$ cat config.mk
export PLATFORM = sky130hd
export DESIGN_NAME = wave_pcm16_stream_validator_top
export DESIGN_NICKNAME = d
export VERILOG_FILES = /design/src/sv/wpsv_pkg.sv /design/src/sv/wave_pcm16_stream_validator_top.sv
export SDC_FILE = /design/constraint.sdc
export NUM_CORES = 1
export LEC_CHECK = 0
export BUFFER_PORTS_ARGS = -buffer_cell sky130_fd_sc_hd__buf_2
export CAP_MARGIN = 20
export CELL_PAD_IN_SITES_DETAIL_PLACEMENT = 0
export CELL_PAD_IN_SITES_GLOBAL_PLACEMENT = 1
export CORE_MARGIN = 2
export CORE_UTILIZATION = 40
export DETAILED_ROUTE_END_ITERATION = 8
export PLACE_DENSITY_LB_ADDON = 0.1
export SLEW_MARGIN = 25
export SYNTH_ARGS = -nofsm -noshare
export SYNTH_HDL_FRONTEND = slang
export SYNTH_SLANG_ARGS = --single-unit
export TNS_END_PERCENT = 10
$ cat constraint.sdc
create_clock -name clk_i -period 11.8 [get_ports clk_i]
set_input_delay 2.36 -clock clk_i [delete_from_list [all_inputs] [get_ports clk_i]]
set_output_delay 2.36 -clock clk_i [all_outputs]
set_load 0.01 [all_outputs]
$ cat src/sv/wpsv_pkg.sv
package wpsv_pkg;

  localparam int unsigned ByteW    = 8;
  localparam int unsigned PosW     = 33;
  localparam int unsigned LenW     = 32;
  localparam int unsigned CountW   = 31;
  localparam int unsigned DurW     = 27;
  localparam int unsigned PeakW    = 16;
  localparam int unsigned SampleW  = 16;
  localparam int unsigned StatusW  = 3;
  localparam int unsigned CfgIdxW  = 2;
  localparam int unsigned CfgDataW = 31;
  localparam int unsigned OutDataW = 96;

  localparam logic [CountW-1:0] MinSamplesRst  = 31'd2400;
  localparam logic [CountW-1:0] MaxSamplesRst  = 31'd480000;
  localparam logic [PeakW-1:0]  SilencePeakRst = 16'd64;

  localparam logic [CfgIdxW-1:0] CFG_MIN_SAMPLES  = 2'd0;
  localparam logic [CfgIdxW-1:0] CFG_MAX_SAMPLES  = 2'd1;
  localparam logic [CfgIdxW-1:0] CFG_SILENCE_PEAK = 2'd2;

  localparam logic [2:0] PH_HEADER = 3'd0;
  localparam logic [2:0] PH_CHDR   = 3'd1;
  localparam logic [2:0] PH_FMT    = 3'd2;
  localparam logic [2:0] PH_DATA   = 3'd3;
  localparam logic [2:0] PH_OTHER  = 3'd4;
  localparam logic [2:0] PH_PAD    = 3'd5;
  localparam logic [2:0] PH_HALT   = 3'd6;

  localparam logic [StatusW-1:0] ST_OK        = 3'd0;
  localparam logic [StatusW-1:0] ST_INVALID   = 3'd1;
  localparam logic [StatusW-1:0] ST_TRUNC     = 3'd2;
  localparam logic [StatusW-1:0] ST_BAD_FMT   = 3'd3;
  localparam logic [StatusW-1:0] ST_DUP_DATA  = 3'd4;
  localparam logic [StatusW-1:0] ST_BAD_STRUC = 3'd5;
  localparam logic [StatusW-1:0] ST_BAD_DUR   = 3'd6;

  localparam logic [LenW-1:0] TagFmt  = 32'h2074_6D66;
  localparam logic [LenW-1:0] TagData = 32'h6174_6164;

  localparam logic [PosW-1:0] MinFileLen = 33'd44;

  typedef struct packed {
    logic                quiet_flag;
    logic [PeakW-1:0]    peak_level;
    logic [DurW-1:0]     play_ms;
    logic [CountW-1:0]   sample_count;
    logic [StatusW-1:0]  status;
    logic [SampleW-1:0]  sample_q15;
  } result_t;

  typedef struct packed {
    logic    kind;
    result_t res;
  } entry_t;

  function automatic logic [ByteW-1:0] hdr_expect(input logic [3:0] idx);
    logic [ByteW-1:0] v;
    case (idx)
      4'd0:    v = 8'h52;
      4'd1:    v = 8'h49;
      4'd2:    v = 8'h46;
      4'd3:    v = 8'h46;
      4'd8:    v = 8'h57;
      4'd9:    v = 8'h41;
      4'd10:   v = 8'h56;
      4'd11:   v = 8'h45;
      default: v = 8'h00;
    endcase
    return v;
  endfunction

  function automatic logic [ByteW-1:0] fmt_expect(input logic [3:0] idx);
    logic [ByteW-1:0] v;
    case (idx)
      4'd0:    v = 8'h01;
      4'd2:    v = 8'h01;
      4'd4:    v = 8'h80;
      4'd5:    v = 8'h3E;
      4'd14:   v = 8'h10;
      default: v = 8'h00;
    endcase
    return v;
  endfunction

  function automatic logic fmt_care(input logic [3:0] idx);
    return (idx < 4'd8) || (idx == 4'd14) || (idx == 4'd15);
  endfunction

endpackage

$ cat src/sv/wave_pcm16_stream_validator_top.sv
// Channel   | Dir | Payload
// s_axis    | in  | tdata: byte_value[7:0]; tlast: end_of_file
// m_axis    | out | tdata: sample, status, count, duration, peak, quiet_flag; tuser: kind
// cfg       | in  | cfg_we_i, cfg_addr_i, cfg_wdata_i; plain register writes
//
// One byte is parsed per cycle while s_axis_tready is high; the parser is a single registered pass.
// A byte can yield two words (last sample and summary); a 4-entry output
// queue takes them and s_axis_tready drops only when fewer than two slots are free.
// Reset (rst_ni low) clears parser state and the queue, registers go to defaults.
// After each summary the parser returns to its reset state.
module wave_pcm16_stream_validator_top (
  input  logic                               clk_i,
  input  logic                               rst_ni,
  input  logic                               s_axis_tvalid,
  output logic                               s_axis_tready,
  input  logic [wpsv_pkg::ByteW-1:0]         s_axis_tdata,  // byte_value
  input  logic                               s_axis_tlast,  // end_of_file
  output logic                               m_axis_tvalid,
  input  logic                               m_axis_tready,
  // sample_q15[15:0] status[18:16] sample_count[49:19] play_ms[76:50]
  // peak_level[92:77] quiet_flag[93] zero[95:94]
  output logic [wpsv_pkg::OutDataW-1:0]      m_axis_tdata,
  output logic                               m_axis_tuser,  // kind
  input  logic                               cfg_we_i,
  input  logic [wpsv_pkg::CfgIdxW-1:0]       cfg_addr_i,
  input  logic [wpsv_pkg::CfgDataW-1:0]      cfg_wdata_i
);

  logic [wpsv_pkg::CountW-1:0] min_q, max_q;
  logic [wpsv_pkg::PeakW-1:0]  sil_q;

  logic [wpsv_pkg::PosW-1:0]    pos_q, pos_d;
  logic [wpsv_pkg::LenW-1:0]    riff_q, riff_d;
  logic [2:0]                   ph_q, ph_d;
  logic [wpsv_pkg::LenW-1:0]    tag_q, tag_d;
  logic [wpsv_pkg::LenW-1:0]    rem_q, rem_d;
  logic [3:0]                   fs_q, fs_d;
  logic                         fmt_seen_q, fmt_seen_d;
  logic                         data_seen_q, data_seen_d;
  logic [wpsv_pkg::LenW-1:0]    dbytes_q, dbytes_d;
  logic [8:0]                   hold_q, hold_d;
  logic [wpsv_pkg::PeakW-1:0]   peak_q, peak_d;
  logic [wpsv_pkg::StatusW-1:0] err_q, err_d;

  logic                         accept;
  logic                         emit_sample;
  logic [wpsv_pkg::SampleW-1:0] raw;
  logic [16:0]                  mag;
  logic [2:0]                   k;
  logic [3:0]                   off;
  logic [wpsv_pkg::LenW-1:0]    rem_dec;
  logic [wpsv_pkg::PosW:0]      body_end;
  logic [wpsv_pkg::PosW-1:0]    riff_total;
  logic [wpsv_pkg::CountW-1:0]  count;
  logic [wpsv_pkg::StatusW-1:0] status;
  logic [wpsv_pkg::ByteW-1:0]   b;

  wpsv_pkg::entry_t sample_e, summ_e, e0;

  wpsv_pkg::entry_t q_mem [4];
  logic [1:0] wr_q, rd_q;
  logic [2:0] cnt_q;
  logic [1:0] n_push;
  logic       pop;

  assign b      = s_axis_tdata;
  assign accept = s_axis_tvalid && s_axis_tready;

  always_ff @(posedge clk_i or negedge rst_ni) begin
    if (!rst_ni) begin
      min_q <= wpsv_pkg::MinSamplesRst;
      max_q <= wpsv_pkg::MaxSamplesRst;
      sil_q <= wpsv_pkg::SilencePeakRst;
    end else if (cfg_we_i) begin
      case (cfg_addr_i)
        wpsv_pkg::CFG_MIN_SAMPLES:  min_q <= cfg_wdata_i;
        wpsv_pkg::CFG_MAX_SAMPLES:  max_q <= cfg_wdata_i;
        wpsv_pkg::CFG_SILENCE_PEAK: sil_q <= cfg_wdata_i[wpsv_pkg::PeakW-1:0];
        default: ;
      endcase
    end
  end

  always_comb begin
    pos_d       = (pos_q == {wpsv_pkg::PosW{1'b1}}) ? pos_q :
                  pos_q + {{(wpsv_pkg::PosW-1){1'b0}}, 1'b1};
    riff_d      = riff_q;
    ph_d        = ph_q;
    tag_d       = tag_q;
    rem_d       = rem_q;
    fs_d        = fs_q;
    fmt_seen_d  = fmt_seen_q;
    data_seen_d = data_seen_q;
    dbytes_d    = dbytes_q;
    hold_d      = hold_q;
    peak_d      = peak_q;
    err_d       = err_q;
    emit_sample = 1'b0;
    k           = fs_q[2:0];
    off         = 4'd0 - rem_q[3:0];
    rem_dec     = rem_q - {{(wpsv_pkg::LenW-1){1'b0}}, 1'b1};
    raw         = {b, hold_q[7:0]};
    mag         = raw[15] ? 17'd0 - {1'b1, raw} : {1'b0, raw};
    body_end    = {1'b0, pos_d} + {2'b0, rem_q};

    case (ph_q)
      wpsv_pkg::PH_HEADER: begin
        if (pos_q[3:0] >= 4'd4 && pos_q[3:0] < 4'd8) begin
          riff_d = riff_q | ({24'd0, b} << {pos_q[1:0], 3'b000});
          if (pos_q[3:0] >= 4'd11) begin
            ph_d = wpsv_pkg::PH_CHDR;
            fs_d = 4'd0;
          end
        end else if (b != wpsv_pkg::hdr_expect(pos_q[3:0])) begin
          if (err_q == wpsv_pkg::ST_OK) err_d = wpsv_pkg::ST_INVALID;
          ph_d = wpsv_pkg::PH_HALT;
        end else if (pos_q[3:0] >= 4'd11) begin
          ph_d = wpsv_pkg::PH_CHDR;
          fs_d = 4'd0;
        end
      end
      wpsv_pkg::PH_CHDR: begin
        if (k == 3'd0) begin
          tag_d = '0;
          rem_d = '0;
        end
        if (!k[2]) tag_d = tag_d | ({24'd0, b} << {k[1:0], 3'b000});
        else       rem_d = rem_d | ({24'd0, b} << {k[1:0], 3'b000});
        fs_d = {1'b0, k} + 4'd1;
        if (k == 3'd7) begin
          body_end = {1'b0, pos_d} + {2'b0, rem_d};
          if (body_end > {2'b0, riff_q} + 34'd8) begin
            if (err_q == wpsv_pkg::ST_OK) err_d = wpsv_pkg::ST_TRUNC;
            ph_d = wpsv_pkg::PH_HALT;
          end else if (tag_d == wpsv_pkg::TagFmt && rem_d != 32'd16) begin
            if (err_q == wpsv_pkg::ST_OK) err_d = wpsv_pkg::ST_BAD_FMT;
            ph_d = wpsv_pkg::PH_HALT;
          end else if (tag_d == wpsv_pkg::TagData && data_seen_q) begin
            if (err_q == wpsv_pkg::ST_OK) err_d = wpsv_pkg::ST_DUP_DATA;
            ph_d = wpsv_pkg::PH_HALT;
          end else begin
            if (tag_d == wpsv_pkg::TagFmt) begin
              fmt_seen_d = 1'b1;
              ph_d       = wpsv_pkg::PH_FMT;
            end else if (tag_d == wpsv_pkg::TagData) begin
              data_seen_d = 1'b1;
              dbytes_d    = rem_d;
              hold_d      = '0;
              ph_d        = wpsv_pkg::PH_DATA;
            end else begin
              ph_d = wpsv_pkg::PH_OTHER;
            end
            fs_d = {3'd0, rem_d[0]};
            if (rem_d == '0) begin
              ph_d = wpsv_pkg::PH_CHDR;
              fs_d = 4'd0;
            end
          end
        end
      end
      wpsv_pkg::PH_FMT: begin
        if (wpsv_pkg::fmt_care(off) && b != wpsv_pkg::fmt_expect(off)) begin
          if (err_q == wpsv_pkg::ST_OK) err_d = wpsv_pkg::ST_BAD_FMT;
          ph_d = wpsv_pkg::PH_HALT;
        end else begin
          rem_d = rem_dec;
          if (rem_dec == '0) begin
            ph_d = fs_q[0] ? wpsv_pkg::PH_PAD : wpsv_pkg::PH_CHDR;
            if (!fs_q[0]) fs_d = 4'd0;
          end
        end
      end
      wpsv_pkg::PH_DATA: begin
        if (hold_q[8]) begin
          emit_sample = 1'b1;
          if (mag[15:0] > peak_q) peak_d = mag[15:0];
          hold_d = '0;
        end else begin
          hold_d = {1'b1, b};
        end
        rem_d = rem_dec;
        if (rem_dec == '0) begin
          ph_d = fs_q[0] ? wpsv_pkg::PH_PAD : wpsv_pkg::PH_CHDR;
          if (!fs_q[0]) fs_d = 4'd0;
        end
      end
      wpsv_pkg::PH_OTHER: begin
        rem_d = rem_dec;
        if (rem_dec == '0) begin
          ph_d = fs_q[0] ? wpsv_pkg::PH_PAD : wpsv_pkg::PH_CHDR;
          if (!fs_q[0]) fs_d = 4'd0;
        end
      end
      wpsv_pkg::PH_PAD: begin
        ph_d = wpsv_pkg::PH_CHDR;
        fs_d = 4'd0;
      end
      default: ;
    endcase
  end

  always_comb begin
    riff_total = {1'b0, riff_d} + 33'd8;
    count      = dbytes_d[wpsv_pkg::LenW-1:1];
    if (pos_d < wpsv_pkg::MinFileLen || riff_total != pos_d ||
        err_d == wpsv_pkg::ST_INVALID) begin
      status = wpsv_pkg::ST_INVALID;
    end else if (err_d != wpsv_pkg::ST_OK) begin
      status = err_d;
    end else if (ph_d != wpsv_pkg::PH_CHDR || fs_d != 4'd0 || !fmt_seen_d ||
                 !data_seen_d || dbytes_d[0]) begin
      status = wpsv_pkg::ST_BAD_STRUC;
    end else if (count < min_q || count > max_q) begin
      status = wpsv_pkg::ST_BAD_DUR;
    end else begin
      status = wpsv_pkg::ST_OK;
    end

    sample_e                = '0;
    sample_e.res.sample_q15 = raw;
    summ_e                  = '0;
    summ_e.kind             = 1'b1;
    summ_e.res.status       = status;
    summ_e.res.sample_count = count;
    summ_e.res.play_ms      = count[wpsv_pkg::CountW-1:4];
    summ_e.res.peak_level   = peak_d;
    summ_e.res.quiet_flag   = (peak_d <= sil_q);

    e0     = emit_sample ? sample_e : summ_e;
    n_push = accept ? ({1'b0, emit_sample} + {1'b0, s_axis_tlast}) : 2'd0;
  end

  always_ff @(posedge clk_i or negedge rst_ni) begin
    if (!rst_ni) begin
      pos_q       <= '0;
      riff_q      <= '0;
      ph_q        <= wpsv_pkg::PH_HEADER;
      tag_q       <= '0;
      rem_q       <= '0;
      fs_q        <= '0;
      fmt_seen_q  <= 1'b0;
      data_seen_q <= 1'b0;
      dbytes_q    <= '0;
      hold_q      <= '0;
      peak_q      <= '0;
      err_q       <= wpsv_pkg::ST_OK;
    end else if (accept) begin
      if (s_axis_tlast) begin
        pos_q       <= '0;
        riff_q      <= '0;
        ph_q        <= wpsv_pkg::PH_HEADER;
        tag_q       <= '0;
        rem_q       <= '0;
        fs_q        <= '0;
        fmt_seen_q  <= 1'b0;
        data_seen_q <= 1'b0;
        dbytes_q    <= '0;
        hold_q      <= '0;
        peak_q      <= '0;
        err_q       <= wpsv_pkg::ST_OK;
      end else begin
        pos_q       <= pos_d;
        riff_q      <= riff_d;
        ph_q        <= ph_d;
        tag_q       <= tag_d;
        rem_q       <= rem_d;
        fs_q        <= fs_d;
        fmt_seen_q  <= fmt_seen_d;
        data_seen_q <= data_seen_d;
        dbytes_q    <= dbytes_d;
        hold_q      <= hold_d;
        peak_q      <= peak_d;
        err_q       <= err_d;
      end
    end
  end

  // output queue
  assign s_axis_tready = (cnt_q <= 3'd2);
  assign m_axis_tvalid = (cnt_q != 3'd0);
  assign pop           = m_axis_tvalid && m_axis_tready;
  assign m_axis_tdata  = {2'b00, q_mem[rd_q].res};
  assign m_axis_tuser  = q_mem[rd_q].kind;

  always_ff @(posedge clk_i) begin
    if (n_push != 2'd0) q_mem[wr_q] <= e0;
    if (n_push == 2'd2) q_mem[wr_q + 2'd1] <= summ_e;
  end

  always_ff @(posedge clk_i or negedge rst_ni) begin
    if (!rst_ni) begin
      wr_q  <= '0;
      rd_q  <= '0;
      cnt_q <= '0;
    end else begin
      wr_q  <= wr_q + n_push;
      rd_q  <= rd_q + {1'b0, pop};
      cnt_q <= cnt_q + {1'b0, n_push} - {2'b00, pop};
    end
  end

endmodule

==> summary.md <==
| Metric | Value |
|---|---|
| Post-DRT Antenna Nets | `0` |
| Placed cell count | `slightly below 5000` |
| Commonest non-fill, non-tap cell in the layout | `nor2_1` |
| Async set-reset flop share out of synthesis | `0.5099` |
| First-pass GRT wire length | `~190 mm` |
| DR vias/cell | `5.970` |
| Hold buffers post-CTS | `0` |
| Syn Inst Count | `~3800` |
| TritonCTS clock tree | `done` |
| Hold path cells | `2` |
| Power Total | `7.323 mW` |
| Worst setup margin | `0.9022 ns` |
| Setup crit end kind | `register` |
| Initial Util | `0.4019` |
| CTS root buffer | `clkbuf_16` |
| Register area | `14590 sq um` |
| Max Cap Viol | `0` |
| Mapped Area | `34760 sq um` |
| Footprint of the multi-input gates | `between 15000 and 20000 sq um` |
| Post-DP HPWL | `93.32 mm` |
| Iter 0 DRT Violations | `2827` |
| # rows | `about 110` |
| CTS buffer count | `68` |
| CP Class | `in -> reg` |
| Layout cell share with drive strength beyond 1 | `0.1476` |
| Yosys warns | `0` |
| HP Class | `reg -> reg` |
| Routability Congestion | `0.9679` |
| Area post-placement | `36940 sq um` |
| Filler cells | `8389` |
| Port bufs | `143` |
| Core area | `between 80000 and 90000 sq um` |
| Crit Path Max Fanout | `53` |
| Initial antenna violation count | `1` |
| EDFF count, synth | `204` |
| Gr ovfl total | `0` |
| Vias in the first global route | `about 29000` |
| Startpoint types | `input port` |
| Reg clk slew, reported paths | `0.05 ns` |
| Prevailing post-synth register cell | `dfrtp_1` |
| Hold slack | `0.4429 ns` |
| Worst slew pin tran | `1.162 ns` |
| Register area share after synthesis | `0.4196` |
| Final Setup Violations | `0` |
| GRT Overall Usage | `0.2881` |
| Post-Layout Cell Count | `5077` |
| Chip height | `roughly 300 um` |
| Final WL | `around 130 mm` |
| Min Tclk post-route | `10.90 ns` |
| I/O pin total | `146` |
| Syn Area/Cell | `9.184 sq um` |
| Layout Nets | `approximately 4100` |
| Routed vias | `slightly above 30000` |
| Flops & latches, synth | `around 560` |
| Die area | `just under 90000 sq um` |
| Largest net degree at the start of global routing | `67` |
| Outcome | `complete, no violations` |
| Reg2Reg Depth | `40` |
| Peak VDD IR | `260.9 uV` |
| Fmax | `91.76 MHz` |
| Final period utilization | `0.9235` |
| Crit path largest cell delay | `between 0.4 and 0.5 ns` |
| Final Max Tran Viols | `0` |
| Final instance area | `39410 sq um` |
| Pre-antenna DRT Iters | `5` |
| Fin. Hold Viols | `0` |
| Area Growth Syn to Fin | `13.38%` |
| Clk buf depth | `3` |
| Clock Sinks | `roughly 560` |
| Crit-path slowest cell | `nor4_1` |
| RSZ-0062 raised after global routing | `no` |
| Crit path depth | `39` |
| Worst EP arrival | `around 11 ns` |
| Worst Path Buf+Inv | `5` |
| Final core occ | `0.4557` |
| Chip width | `298.8 um` |
| Drt wl/cell | `25.73 um` |
| Setup Slack @ Placement | `0.4557 ns` |
| DRC Markers | `0` |
| Worst path most repeated cell | `a21oi_1` |
| Latest clock arrival within the worst-skew pair | `0.64 ns` |
| CP required | `12.11 ns` |
| H-tree depth | `3` |
| Ant. Diodes | `0` |
| P_leak | `16.69 nW` |
| Post-synthesis cell type count | `98` |
| Power per cell area | `185.8 nW/um^2` |
| Worst Clk Skew | `0.04796 ns` |
| Top delay family on crit path | `compound AO/OA/AOI/OAI gates` |
| Final setup TNS | `0 ns` |
| Most frequent cells in the layout | `nor2_1 (403), nand2_1 (346), a21oi_1 (270), dfrtp_1 (269), o21ai_0 (251)` |
| Slew HR | `0.2156` |
-- cell type report --
cell class                 instances  area share
clock buffer                      86     0.04724
multi-input combinational       2735      0.4649
inverter                         234     0.02229
sequential                       555      0.3702
tap                             1155     0.03667
clock inverter                    39     0.01464
timing repair buffer             273     0.04397
-- worst register-to-register path: cells and delay by family, from the launching register on --
kind,cells,cell delay [ns]
fa+ha+maj,3,1.00
buf+inv,4,0.84
compound gates,17,4.30
simple gates,14,3.16
xor+xnor,2,0.62
flops,1,0.63
-- sequential cells by signal (all words and copies together), names as in the netlist --
name / flops
q_mem: 272
pos_q: 33
dbytes_q: 32
rem_q: 32
riff_q: 32
tag_q: 32
max_q: 31
min_q: 31
peak_q: 16
sil_q: 16
hold_q: 9
fs_q: 4
cnt_q: 3
err_q: 3
ph_q: 3
rd_q: 2
wr_q: 2
data_seen_q: 1
fmt_seen_q: 1
-- logic make-up after synthesis --
group	count (synthesis)	synth area share
multiplexers	146	0.06832
XOR/XNOR	148	0.03769
flip-flops	555	0.4196
buffers and inverters	496	0.05727
adder cells (fa/ha/maj)	183	0.06630
AO/OA/AOI/OAI	864	0.1545
AND/OR/NAND/NOR	1392	0.1962
other	1	0.0001079
-- power by group --
part           internal (mW)  switching (mW)  total, mW  leakage [nW]
registers               2.17           0.239       2.41          6.29
clock network           1.40           0.912       2.31          1.20
logic                  0.921            1.69       2.61          9.21
total                   4.49            2.84       7.32          16.7
-- final timing paths --
path	from	to	slack [ns]
worst max-delay path	s_axis_tdata[0]	q_mem[3][18]	0.90
worst min-delay path	q_mem[2][94]	q_mem[2][94]	0.44
worst max register to register	pos_q[4]	q_mem[3][18]	0.93
worst min register to register	q_mem[2][94]	q_mem[2][94]	0.44
max in group asynchronous	rst_ni	rd_q[0]	7.98
min in group asynchronous	rst_ni	pos_q[25]	1.64
-- synthesized netlist by cell type (all sizes together), types with 13 or more instances --
cell      n  share of area
a211oi   15         0.0034
mux2i    28         0.0081
nand2b   41         0.0074
mux2     50          0.016
nor2b    61          0.011
or3      17         0.0031
nand4    70          0.013
ha      181          0.065
a31oi    27         0.0049
and4     17         0.0043
a21oi   274          0.039
nor4     40         0.0090
nor3    102          0.015
dfxtp    68          0.039
or4      17         0.0039
a22oi    16         0.0035
and3     32         0.0058
clkbuf  207          0.022
nor3b    19         0.0042
inv     232          0.025
and2     36         0.0065
edfxtp  204           0.18
xor2     55          0.014
buf      55         0.0096
nand2   348          0.038
dfrtp   271           0.20
a41oi    18         0.0048
mux4     68          0.044
o21ai   258          0.037
a22o     28         0.0071
or2      13         0.0023
nor2    406          0.044
o31ai    17         0.0041
a221oi   24         0.0060
o22ai    13         0.0023
nand3   135          0.020
a21o     51          0.011
o21a     21         0.0045
xnor2    92          0.023
-- metal layers --
layer / wire, um / vias to the layer above / global-route usage
li1: - / 13750 / -
met1: 58550 / 15210 / 0.4156
met2: 59390 / 1184 / 0.4507
met3: 9314 / 172 / 0.04442
met4: 3376 / 0 / 0.07702
met5: 0 / - / 0
-- what timing repair did --
item,CTS,global route
resized for setup,0,1
endpoints found under the hold margin,0,0
endpoints found under the setup margin,0,8
setup buffers,0,1
No activity file was read; power rests on OpenSTA's default activity.
